<file path="config.mk">
export PLATFORM = sky130hd
export DESIGN_NAME = nucleotide_pack_rle_decoder
export DESIGN_NICKNAME = d
export VERILOG_FILES = /design/src/rtl/nprd_pkg.sv /design/src/rtl/nprd_front.sv /design/src/rtl/nprd_emit.sv /design/src/rtl/nucleotide_pack_rle_decoder.sv
export SDC_FILE = /design/constraint.sdc
export NUM_CORES = 1
export LEC_CHECK = 0
export ABC_AREA = 1
export BUFFER_PORTS_ARGS = -buffer_cell sky130_fd_sc_hd__clkbuf_2
export CAP_MARGIN = 20
export CORE_ASPECT_RATIO = 0.7
export CORE_UTILIZATION = 46
export DETAILED_ROUTE_END_ITERATION = 8
export MAX_ROUTING_LAYER = met4
export PLACE_DENSITY_LB_ADDON = 0.08
export SLEW_MARGIN = 40
export SYNTH_ARGS = -nofsm -noshare
export SYNTH_HDL_FRONTEND = slang
export SYNTH_SLANG_ARGS = --single-unit
</file>
<file path="constraint.sdc">
create_clock -name clk -period 5.4 [get_ports clk]
set_clock_uncertainty 0.1 [all_clocks]
set_input_delay 1.62 -clock clk [delete_from_list [all_inputs] [get_ports clk]]
set_output_delay 1.62 -clock clk [all_outputs]
set_load 0.005 [all_outputs]
</file>
<file path="src/rtl/nprd_pkg.sv">
`timescale 1ns / 1ps
// ----------------------------------------------------------------------------
// nprd_pkg
// Shared types and constants for the nucleotide stream decoder.
// ----------------------------------------------------------------------------
package nprd_pkg;

    localparam int CHAR_W     = 7;
    localparam int SLOTS      = 8;
    localparam int SLOT_IDX_W = $clog2(SLOTS);
    localparam int SLOT_CNT_W = $clog2(SLOTS + 1);
    localparam int REPS_W     = 4;

    localparam logic [7:0] ESC_BYTE         = 8'hFF;
    localparam logic [7:0] MODE_BYTE_PACKED = 8'd1;
    localparam logic [7:0] MODE_BYTE_DEGEN  = 8'd2;
    localparam logic [3:0] IUPAC_LAST_CODE  = 4'd12;
    localparam logic [SLOT_CNT_W-1:0] GROUP_SIZE = SLOT_CNT_W'(4);

    typedef enum logic [1:0] {
        MODE_IDLE   = 2'd0,
        MODE_PACKED = 2'd1,
        MODE_DEGEN  = 2'd2
    } mode_t;

    // index 0 = A, 1 = T, 2 = G, 3 = C
    localparam logic [3:0][CHAR_W-1:0] BASE_LETTERS = {
        7'h43, 7'h47, 7'h54, 7'h41
    };

    // R Y K M S W B D H V N - C, index 0 first
    localparam logic [12:0][CHAR_W-1:0] IUPAC_LETTERS = {
        7'h43, 7'h2D, 7'h4E, 7'h56, 7'h48, 7'h44, 7'h42,
        7'h57, 7'h53, 7'h4D, 7'h4B, 7'h59, 7'h52
    };

    // Results caused by one input byte: slot_cnt characters, the last one
    // repeated reps_m1 + 1 times.
    typedef struct packed {
        logic [SLOTS-1:0][CHAR_W-1:0] chars;
        logic [SLOT_CNT_W-1:0]        slot_cnt;
        logic [REPS_W-1:0]            reps_m1;
        logic                         err;
    } desc_t;

    typedef struct packed {
        logic job_valid;
        logic job_free;
    } emit_status_t;

endpackage

</file>
<file path="src/rtl/nprd_front.sv">
`timescale 1ns / 1ps
// ----------------------------------------------------------------------------
// nprd_front
// Stream state and per-byte decode into a result descriptor.
// ----------------------------------------------------------------------------
module nprd_front
(
    input  logic           clk,
    input  logic           rst_n,
    input  logic           accept,
    input  logic [7:0]     in_byte,
    input  logic           end_of_stream,
    output nprd_pkg::desc_t desc
);

    nprd_pkg::mode_t mode_reg, mode_next;
    logic [3:0][1:0] pend_codes_reg, pend_codes_next;
    logic            pend_valid_reg, pend_valid_next;
    logic            await_reg, await_next;
    logic            latch_reg, latch_next;

    logic [3:0][nprd_pkg::CHAR_W-1:0] pend_letters;
    logic                             eos_flush;

    always_comb
    begin
        for (int i = 0; i < 4; i++)
        begin
            pend_letters[i] = nprd_pkg::BASE_LETTERS[pend_codes_reg[3-i]];
        end
    end

    always_comb
    begin
        mode_next       = mode_reg;
        pend_codes_next = pend_codes_reg;
        pend_valid_next = pend_valid_reg;
        await_next      = await_reg;
        latch_next      = latch_reg;
        desc            = '0;
        eos_flush       = 1'b0;

        if (latch_reg)
        begin
            desc.slot_cnt = nprd_pkg::SLOT_CNT_W'(1);
            desc.err      = 1'b1;
        end
        else if (mode_reg == nprd_pkg::MODE_IDLE)
        begin
            if (in_byte == nprd_pkg::MODE_BYTE_PACKED)
            begin
                mode_next = nprd_pkg::MODE_PACKED;
            end
            else if (in_byte == nprd_pkg::MODE_BYTE_DEGEN)
            begin
                mode_next = nprd_pkg::MODE_DEGEN;
            end
            else
            begin
                latch_next    = 1'b1;
                desc.slot_cnt = nprd_pkg::SLOT_CNT_W'(1);
                desc.err      = 1'b1;
            end
        end
        else if (await_reg)
        begin
            await_next = 1'b0;
            mode_next  = nprd_pkg::MODE_DEGEN;
            if (pend_valid_reg)
            begin
                pend_valid_next = 1'b0;
                for (int i = 0; i < 4; i++)
                begin
                    desc.chars[i] = pend_letters[i];
                end
                if (in_byte > 8'd4)
                begin
                    desc.slot_cnt = nprd_pkg::GROUP_SIZE;
                end
                else
                begin
                    desc.slot_cnt = nprd_pkg::SLOT_CNT_W'(in_byte[2:0]);
                end
            end
        end
        else if (mode_reg == nprd_pkg::MODE_PACKED)
        begin
            if (in_byte == nprd_pkg::ESC_BYTE)
            begin
                await_next = 1'b1;
            end
            else
            begin
                if (pend_valid_reg)
                begin
                    for (int i = 0; i < 4; i++)
                    begin
                        desc.chars[i] = pend_letters[i];
                    end
                    desc.slot_cnt = nprd_pkg::GROUP_SIZE;
                end
                pend_codes_next = in_byte;
                pend_valid_next = 1'b1;
            end
        end
        else
        begin
            if (in_byte == nprd_pkg::ESC_BYTE)
            begin
                mode_next = nprd_pkg::MODE_PACKED;
            end
            else if (in_byte[3:0] > nprd_pkg::IUPAC_LAST_CODE)
            begin
                desc.slot_cnt = nprd_pkg::SLOT_CNT_W'(1);
                desc.err      = 1'b1;
            end
            else
            begin
                desc.chars[0] = nprd_pkg::IUPAC_LETTERS[in_byte[3:0]];
                desc.slot_cnt = nprd_pkg::SLOT_CNT_W'(1);
                desc.reps_m1  = in_byte[7:4];
            end
        end

        // end of stream: flush pending group, then back to reset state
        if (end_of_stream)
        begin
            eos_flush = !latch_next && pend_valid_next;
            if (eos_flush)
            begin
                for (int i = 0; i < 4; i++)
                begin
                    if (desc.slot_cnt == '0)
                    begin
                        desc.chars[i] = nprd_pkg::BASE_LETTERS[pend_codes_next[3-i]];
                    end
                    else
                    begin
                        desc.chars[i+4] = nprd_pkg::BASE_LETTERS[pend_codes_next[3-i]];
                    end
                end
                desc.slot_cnt = desc.slot_cnt + nprd_pkg::GROUP_SIZE;
            end
            mode_next       = nprd_pkg::MODE_IDLE;
            pend_valid_next = 1'b0;
            await_next      = 1'b0;
            latch_next      = 1'b0;
        end
    end

    always_ff @(posedge clk or negedge rst_n)
    begin
        if (!rst_n)
        begin
            mode_reg       <= nprd_pkg::MODE_IDLE;
            pend_valid_reg <= 1'b0;
            await_reg      <= 1'b0;
            latch_reg      <= 1'b0;
        end
        else if (accept)
        begin
            mode_reg       <= mode_next;
            pend_valid_reg <= pend_valid_next;
            await_reg      <= await_next;
            latch_reg      <= latch_next;
        end
    end

    always_ff @(posedge clk)
    begin
        if (accept)
        begin
            pend_codes_reg <= pend_codes_next;
        end
    end

endmodule

</file>
<file path="src/rtl/nprd_emit.sv">
`timescale 1ns / 1ps
// ----------------------------------------------------------------------------
// nprd_emit
// Descriptor register and output register; walks one result per cycle while the output is not stalled.
// ----------------------------------------------------------------------------
module nprd_emit
(
    input  logic                          clk,
    input  logic                          rst_n,
    input  logic                          load,
    input  nprd_pkg::desc_t               desc_in,
    input  logic                          out_stall,
    output logic                          out_valid,
    output logic [nprd_pkg::CHAR_W-1:0]   out_char,
    output logic                          last_of_run,
    output logic                          error,
    output nprd_pkg::emit_status_t        status
);

    nprd_pkg::desc_t                   job_reg;
    logic                              job_valid_reg, job_valid_next;
    logic [nprd_pkg::SLOT_IDX_W-1:0]   slot_reg, slot_next;
    logic [nprd_pkg::REPS_W-1:0]       rep_reg, rep_next;
    logic                              out_valid_reg, out_valid_next;
    logic [nprd_pkg::CHAR_W-1:0]       out_char_reg;
    logic                              out_last_reg;
    logic                              out_err_reg;

    logic [nprd_pkg::SLOT_CNT_W-1:0]   last_full;
    logic [nprd_pkg::SLOT_IDX_W-1:0]   last_slot;
    logic                              out_free;
    logic                              issue;
    logic                              at_last_slot;
    logic                              is_last;
    logic                              job_done;

    assign last_full    = job_reg.slot_cnt - nprd_pkg::SLOT_CNT_W'(1);
    assign last_slot    = last_full[nprd_pkg::SLOT_IDX_W-1:0];
    assign out_free     = !out_valid_reg || !out_stall;
    assign issue        = job_valid_reg && out_free;
    assign at_last_slot = (slot_reg == last_slot);
    assign is_last      = at_last_slot && (rep_reg == job_reg.reps_m1);
    assign job_done     = issue && is_last;

    assign status.job_valid = job_valid_reg;
    assign status.job_free  = !job_valid_reg || job_done;

    always_comb
    begin
        if (load)
        begin
            job_valid_next = (desc_in.slot_cnt != '0);
        end
        else if (job_done)
        begin
            job_valid_next = 1'b0;
        end
        else
        begin
            job_valid_next = job_valid_reg;
        end

        slot_next = slot_reg;
        rep_next  = rep_reg;
        if (load || job_done)
        begin
            slot_next = '0;
            rep_next  = '0;
        end
        else if (issue)
        begin
            if (at_last_slot)
            begin
                rep_next = rep_reg + nprd_pkg::REPS_W'(1);
            end
            else
            begin
                slot_next = slot_reg + nprd_pkg::SLOT_IDX_W'(1);
            end
        end

        if (issue)
        begin
            out_valid_next = 1'b1;
        end
        else if (out_free)
        begin
            out_valid_next = 1'b0;
        end
        else
        begin
            out_valid_next = out_valid_reg;
        end
    end

    always_ff @(posedge clk or negedge rst_n)
    begin
        if (!rst_n)
        begin
            job_valid_reg <= 1'b0;
            slot_reg      <= '0;
            rep_reg       <= '0;
            out_valid_reg <= 1'b0;
        end
        else
        begin
            job_valid_reg <= job_valid_next;
            slot_reg      <= slot_next;
            rep_reg       <= rep_next;
            out_valid_reg <= out_valid_next;
        end
    end

    always_ff @(posedge clk)
    begin
        if (load)
        begin
            job_reg <= desc_in;
        end
        if (issue)
        begin
            out_char_reg <= job_reg.chars[slot_reg];
            out_last_reg <= is_last;
            out_err_reg  <= job_reg.err;
        end
    end

    assign out_valid   = out_valid_reg;
    assign out_char    = out_char_reg;
    assign last_of_run = out_last_reg;
    assign error       = out_err_reg;

endmodule

</file>
<file path="src/rtl/nucleotide_pack_rle_decoder.sv">
`timescale 1ns / 1ps
// ----------------------------------------------------------------------------
// nucleotide_pack_rle_decoder
// Decodes a packed 2-bit / degenerate IUPAC run byte stream into ASCII.
// ----------------------------------------------------------------------------
// An input byte is decoded in the cycle it is accepted into a descriptor of
// 0 to 16 characters; the output stage then delivers one character per cycle
// through a registered output while out_stall is low. A byte holds the
// output stage until its results are out: 4 for a typical packed byte, up
// to 16 for a degenerate run, up to 8 for a packed byte ending the stream.
// Bytes without results (mode byte, escape, count with nothing pending) are
// taken in every cycle. The next byte is accepted in the same cycle that the
// last character of the current one moves to the output register.
module nucleotide_pack_rle_decoder
(
    input  logic                        clk,
    input  logic                        rst_n,
    input  logic                        in_valid,
    output logic                        in_stall,
    input  logic [7:0]                  in_byte,
    input  logic                        end_of_stream,
    output logic                        out_valid,
    input  logic                        out_stall,
    output logic [nprd_pkg::CHAR_W-1:0] out_char,
    output logic                        last_of_run,
    output logic                        error
);

    nprd_pkg::desc_t        desc;
    nprd_pkg::emit_status_t status;
    logic                   accept;

    assign in_stall = !status.job_free;
    assign accept   = in_valid && !in_stall;

    nprd_front u_front
    (
        .clk           (clk),
        .rst_n         (rst_n),
        .accept        (accept),
        .in_byte       (in_byte),
        .end_of_stream (end_of_stream),
        .desc          (desc)
    );

    nprd_emit u_emit
    (
        .clk         (clk),
        .rst_n       (rst_n),
        .load        (accept),
        .desc_in     (desc),
        .out_stall   (out_stall),
        .out_valid   (out_valid),
        .out_char    (out_char),
        .last_of_run (last_of_run),
        .error       (error),
        .status      (status)
    );

`ifndef SYNTHESIS
    assert property (@(posedge clk) disable iff (!rst_n)
        in_stall |-> status.job_valid)
        else $error("input stalled with no transaction in progress");

    assert property (@(posedge clk) disable iff (!rst_n)
        accept && (desc.slot_cnt != '0) |=> status.job_valid)
        else $error("accepted transaction with results was dropped");

    assert property (@(posedge clk) disable iff (!rst_n)
        out_valid && error |-> last_of_run && (out_char == '0))
        else $error("error result not a single zero character");

    assert property (@(posedge clk) disable iff (!rst_n)
        accept && desc.err |-> (desc.slot_cnt == nprd_pkg::SLOT_CNT_W'(1)))
        else $error("error descriptor carries extra characters");
`endif

endmodule
</file>
Word level (Yosys, flattened, before mapping)
Memories as Yosys holds them, arrays and structs flattened.
Cells that the tools add are included.
{ "totals": {"n_memories": 1, "mem_bits_ro": 112, "out_inout_bits": 11, "ff_bits": 95} }
{ "op_classes": {"bitwise": 2, "addsub": 4, "n_mux": 85, "eq_ne": 11, "n_reduce_logical": 27, "magnitude_cmp": 12} }
{ "mem_list": {"columns": ["name", "depth", "width", "read_ports", "rd_ports_with_merged_regs", "write_ports", "line", "text"], "rows": [
  ["(no name shown)", 16, 7, 1, 0, 0, "nprd_front.sv:119", "desc.chars[0] = nprd_pkg::IUPAC_LETTERS[in_byte[3:0]];"]
]} }
{ "op_table": {"columns": ["operator", "n"], "rows": [
  ["$mux W32", 6],
  ["$bmux W7 S2", 8],
  ["$mux W7", 15],
  ["$mux W28", 2],
  ["$mux W8", 5],
  ["$mux W4", 7],
  ["$mux W1", 26],
  ["$lt A2 B3 Y1 const B", 8],
  ["$bmux W7 S3", 1],
  ["$mux W21", 1],
  ["$mux W16", 1],
  ["$mux W2", 8],
  ["$mux W3", 4],
  ["$mux W11", 1],
  ["$eq A8 B1 Y1 const B", 1],
  ["$eq A8 B2 Y1 const B", 1],
  ["$eq A8 B8 Y1 const B", 1],
  ["$gt A8 B3 Y1 const B", 1],
  ["$reduce_bool A2 Y1", 4],
  ["$reduce_bool A4 Y1", 2],
  ["$ne A2 B2 Y1 const B", 3],
  ["$reduce_or A6 Y1", 1],
  ["$logic_and A1 B1 Y1", 5],
  ["$logic_not A1 Y1", 5],
  ["20 further kinds", 24]
]} }

Logic depth before layout (Yosys ltp)
{ "logic_depth": {"depth_word": 14, "depth_mapped": 14} }

By module
From an unflattened synthesis, not the netlist that was laid out.
{ "unflattened": {"cells_unflattened": 576, "hier_area_um2": 5387.7} }
{ "by_module_without_submodules": {"columns": ["mod", "area_each_um2", "cells_per_inst", "instances"], "rows": [
  ["nprd_emit", 3310.7, 269, 1],
  ["nprd_front", 2065.7, 304, 1],
  ["nucleotide_pack_rle_decoder", 11.3, 3, 1]
]} }

Worst setup path after synthesis
Ideal clock, no wire load.
{ "synth_path": {"kind": "input to output", "from": "input port out_stall", "to": "output port in_stall", "path_slack_ns": 1.309, "n_path_buf": 0, "arrival_ns": 2.371, "path_stages": 6, "cell_sequence": "nand2_1 nand2_1 inv_1 nand3_1 nand2_1 inv_1"} }
{ "synth_between": {"elab_chain_len": 6} }
{ "synth_rtl": {"columns": ["item", "line", "text"], "rows": [
  ["from (decl)", "nucleotide_pack_rle_decoder.sv:23", "input logic out_stall,"],
  ["$logic_not A1 Y1", "nprd_emit.sv:39", "assign out_free = !out_valid_reg || !out_stall;"],
  ["$logic_or A1 B1 Y1", "nprd_emit.sv:39", null],
  ["$logic_and A1 B1 Y1", "nprd_emit.sv:40", "assign issue = job_valid_reg && out_free;"],
  ["via u_emit.issue", "nprd_emit.sv:32", "logic issue;"],
  ["$logic_and A1 B1 Y1", "nprd_emit.sv:43", "assign job_done = issue && is_last;"],
  ["$logic_or A1 B1 Y1", "nprd_emit.sv:46", "assign status.job_free = !job_valid_reg || job_done;"],
  ["$logic_not A1 Y1", "nucleotide_pack_rle_decoder.sv:33", "assign in_stall = !status.job_free;"],
  ["to (decl)", "nucleotide_pack_rle_decoder.sv:19", "output logic in_stall,"]
]} }
The timed path passes the listed nets, and every way through them passes these cells.

Worst setup path in the final report
Ends and elaborated chain as after synthesis.

==> reports/metrics.yaml <==
synthesis:
  syn_area_per_cell_um2: 8.85
  yosys_warnings: 0
  synth_cells: 501
  synth_common_cells: "93 x nand2_1, 83 x nor2_1, 62 x edfxtp_1, 58 x inv_1, 38 x nand3_1"
  ys_types: 36
  synth_area_leader_cell: "edfxtp_1"
  synth_area_leaders: "edfxtp_1 42%, dfrtp_1 7.9%, nand2_1 7.9%"
  yosysMostFrequentCell: "nand2_1"
  synth_edf_count: 62
  syn_nets: 540
  seq_area_frac_synth_pct: 49.9
  async_flop_share_pct: 18.4
  synth_area_mm2: 0.00443
  ys_ff_latch: 76
  yosysTopAreaCellShare_pct: 42.0
  ys_dominant_reg_cell: "edfxtp_1"
worst_setup_path:
  criticalPathCategory: "input port to primary output"
  crit_top_cell: "nand2_1"
  arrival_ps: 2770
  critPathMaxStageDelay_ps: 310
  cp-end-kind: "primary output"
  path_max_fanout: 11
  crit_family: "simple AND/OR/NAND/NOR gates"
  start_kind: "input port"
  crit_path_top_delay_cell: "inv_1"
  path_cells: "clkbuf_2, nand2_1, nand2_1, inv_1, nand3_1, nand2_1, inv_1, clkbuf_2"
  crit_buf_inv: 4
  worstPathRequired_ps: 3680
global_routing:
  grt_use_met2_pct: 29.8
  grt_overflow: 0
  grt_max_degree: 57
  antenna_found_initial: 0
  top_usage_layer: "met1"
  grt_use_total_pct: 22.4
  grt_pass1_vias: 3139
  grtUsageMet3_pct: 5.71
  grt_pass1_wl_mm: 16.6
  grtUsageMet1_pct: 34.1
cells_and_area:
  fin_cells: 655
  area_growth_syn_to_layout_pct: 11.1
  n_fill_cell: 884
  largest_reg_flops: 45
  drive_above_1_share_pct: 13.9
  nets: 565
  antenna_cells: 0
power_and_ir_drop:
  ir_worst_vdd_uv: 160
  seqPwrFrac_pct: 43.9
  internal_power_mw: 1.24
  power.density_mw_per_mm2: 375
  switching_share_pct: 33.1
  clkPwrFrac_pct: 31.6
  p_leak_nw: 2.22
  p_comb_share_pct: 24.5
  p_sw_uw: 612
floorplanning:
  coreArea_mm2: 0.00922
  die_area_mm2: 0.0100
  die_y_um: 84.1
  start_util_pct: 48.1
  ios: 24
  die_w_um: 119
  rows: 29
sta:
  drv_slew: 0
  max_freq_mhz: 223
  period_needed_ps: 4490
  finalCritPeriodShare_pct: 83.2
  setup_tns_ps: 0
  relSlewSlack_pct: 52.1
  tightest_slew_ps: 718
  rsz0062_at_grt: "false"
  hold_viol: 0
  setup_violations: 0
cts:
  insertion_delay_ps: 330
  cts_hold_buf: 0
  cts_buffers: 9
  clk_pin_slew_ps: 60
  clockBufferDepth: 2
  post-cts-setup-buffers: 0
  cts_tree: "yes"
  cts_resized: 0
  root_buffer: "clkbuf_16"
  htree_levels: 3
  clock_sinks: 76
placement:
  port_buffers: 23
  gp_congestion: 0.913
  dp_hpwl_mm: 7.46
  dp_cells: 639
drt:
  via_per_inst: 5.23
  first_pass_iters: 8
  drt_iter0_markers: 346
  wirelength_mm: 10.3
  ant_nets: 0
  routedWlPerCell_um: 15.7
  drc: 0
  num_vias: 3423
run:
  drv_cap: 0
run_status:
  outcome: "complete, no violations"
hold_path:
  hold_class: "register to register"
-- placed cells by master (no fill, tap or decap), types with 2 or more instances in the layout --
cell type | synthesis | final
nand2_1 | 93 | 93
nor2_1 | 83 | 83
edfxtp_1 | 62 | 62
inv_1 | 58 | 57
nand3_1 | 38 | 38
o21ai_0 | 34 | 34
ha_1 | 26 | 26
clkbuf_2 | 0 | 23
dfrtp_1 | 14 | 14
nor2_2 | 11 | 11
a21oi_1 | 11 | 11
clkbuf_16 | 0 | 9
or2_2 | 7 | 7
o22ai_1 | 6 | 6
nand4_1 | 6 | 6
xnor2_1 | 5 | 5
nand2_2 | 4 | 4
nor3_1 | 4 | 4
a31oi_1 | 4 | 4
nor2_4 | 3 | 3
inv_2 | 2 | 3
nand2_4 | 3 | 3
a22oi_1 | 3 | 3
clkinv_2 | 0 | 3
nand3_2 | 2 | 2
clkinv_4 | 1 | 2
nor4_1 | 2 | 2
xor2_1 | 2 | 2
clkbuf_1 | 4 | 2
-- area by class of cell --
cell class	instances	area, um^2	area share (%)
Inverter	61	234	4.75
Tap cell	124	155	3.15
Sequential cell	76	2210	44.9
Timing Repair Buffer	24	123	2.49
Clock inverter	5	53.8	1.09
Multi-Input combinational cell	354	1920	38.9
Clock buffer	11	233	4.72
-- kinds of logic after synthesis --
group,after synthesis,synth area share [%]
and+or+nand+nor,258,26.4
DFF,76,49.9
buffers and inverters,71,6.91
AOI/OAI and AO/OA,63,8.04
adders and majority gates,26,7.34
xor gates and xnor gates,7,1.38
-- path summary, 6_finish.rpt --
check	start	endpoint	slack (ps)	cells after the start
worst max-delay path	out_stall	in_stall	910	8
worst max register to register	u_emit.slot_reg[0]$_DFFE_PN0P_	u_emit.job_reg[27]$_DFFE_PP_	1880	9
max in group asynchronous	rst_n	u_emit.job_valid_reg$_DFFE_PN0N_	3820	1
min in group asynchronous	rst_n	u_front.mode_reg[0]$_DFFE_PN0P_	1100	1
worst min-delay path	u_emit.job_reg[0]$_SDFFCE_PP1P_	u_emit.error$_DFFE_PP_	340	0
worst min register to register	u_emit.job_reg[0]$_SDFFCE_PP1P_	u_emit.error$_DFFE_PP_	340	0
-- routing by layer --
metal  vias up  share of wire (%)
li1       1715                  -
met1      1591                 54
met2       112                 40
met3         5                5.7
met4         0               0.59
met5         -                  0
-- metrics by stage --
| stage | setup slack, ps | cell area (um^2) | total power, mW | util, % | hold slack [ps] |
|---|---|---|---|---|---|
| final | 910 | 4930 | 1.85 | 53.4 | 342 |
| after CTS | 876 | 4930 | 1.86 | 53.4 | 344 |
| after global routing | 780 | 4930 | 1.95 | 53.4 | 353 |
| after floorplan | 1310 | 4430 | 1.14 | - | 300 |
| after detailed placement | 888 | 4640 | 1.27 | 50.3 | 332 |
| after global placement | 937 | 4640 | 1.27 | 50.3 | 321 |
-- power by group through the flow --
stage,combinational (mW),sequential (mW),clock (mW)
final,0.452,0.812,0.583
after floorplan,0.364,0.775,0
after detailed placement,0.448,0.825,0
after global placement,0.445,0.824,0
after CTS,0.452,0.813,0.595
after global routing,0.514,0.823,0.617
-- worst register-to-register path, delay by kind of cell (launching register included) --
kind | cells | cell delay (ps)
DFF | 1 | 790
buffers and inverters | 3 | 1110
and+or+nand+nor | 5 | 1040
AOI/OAI and AO/OA | 1 | 90
Note: power is estimated with default switching activity, not from simulation.
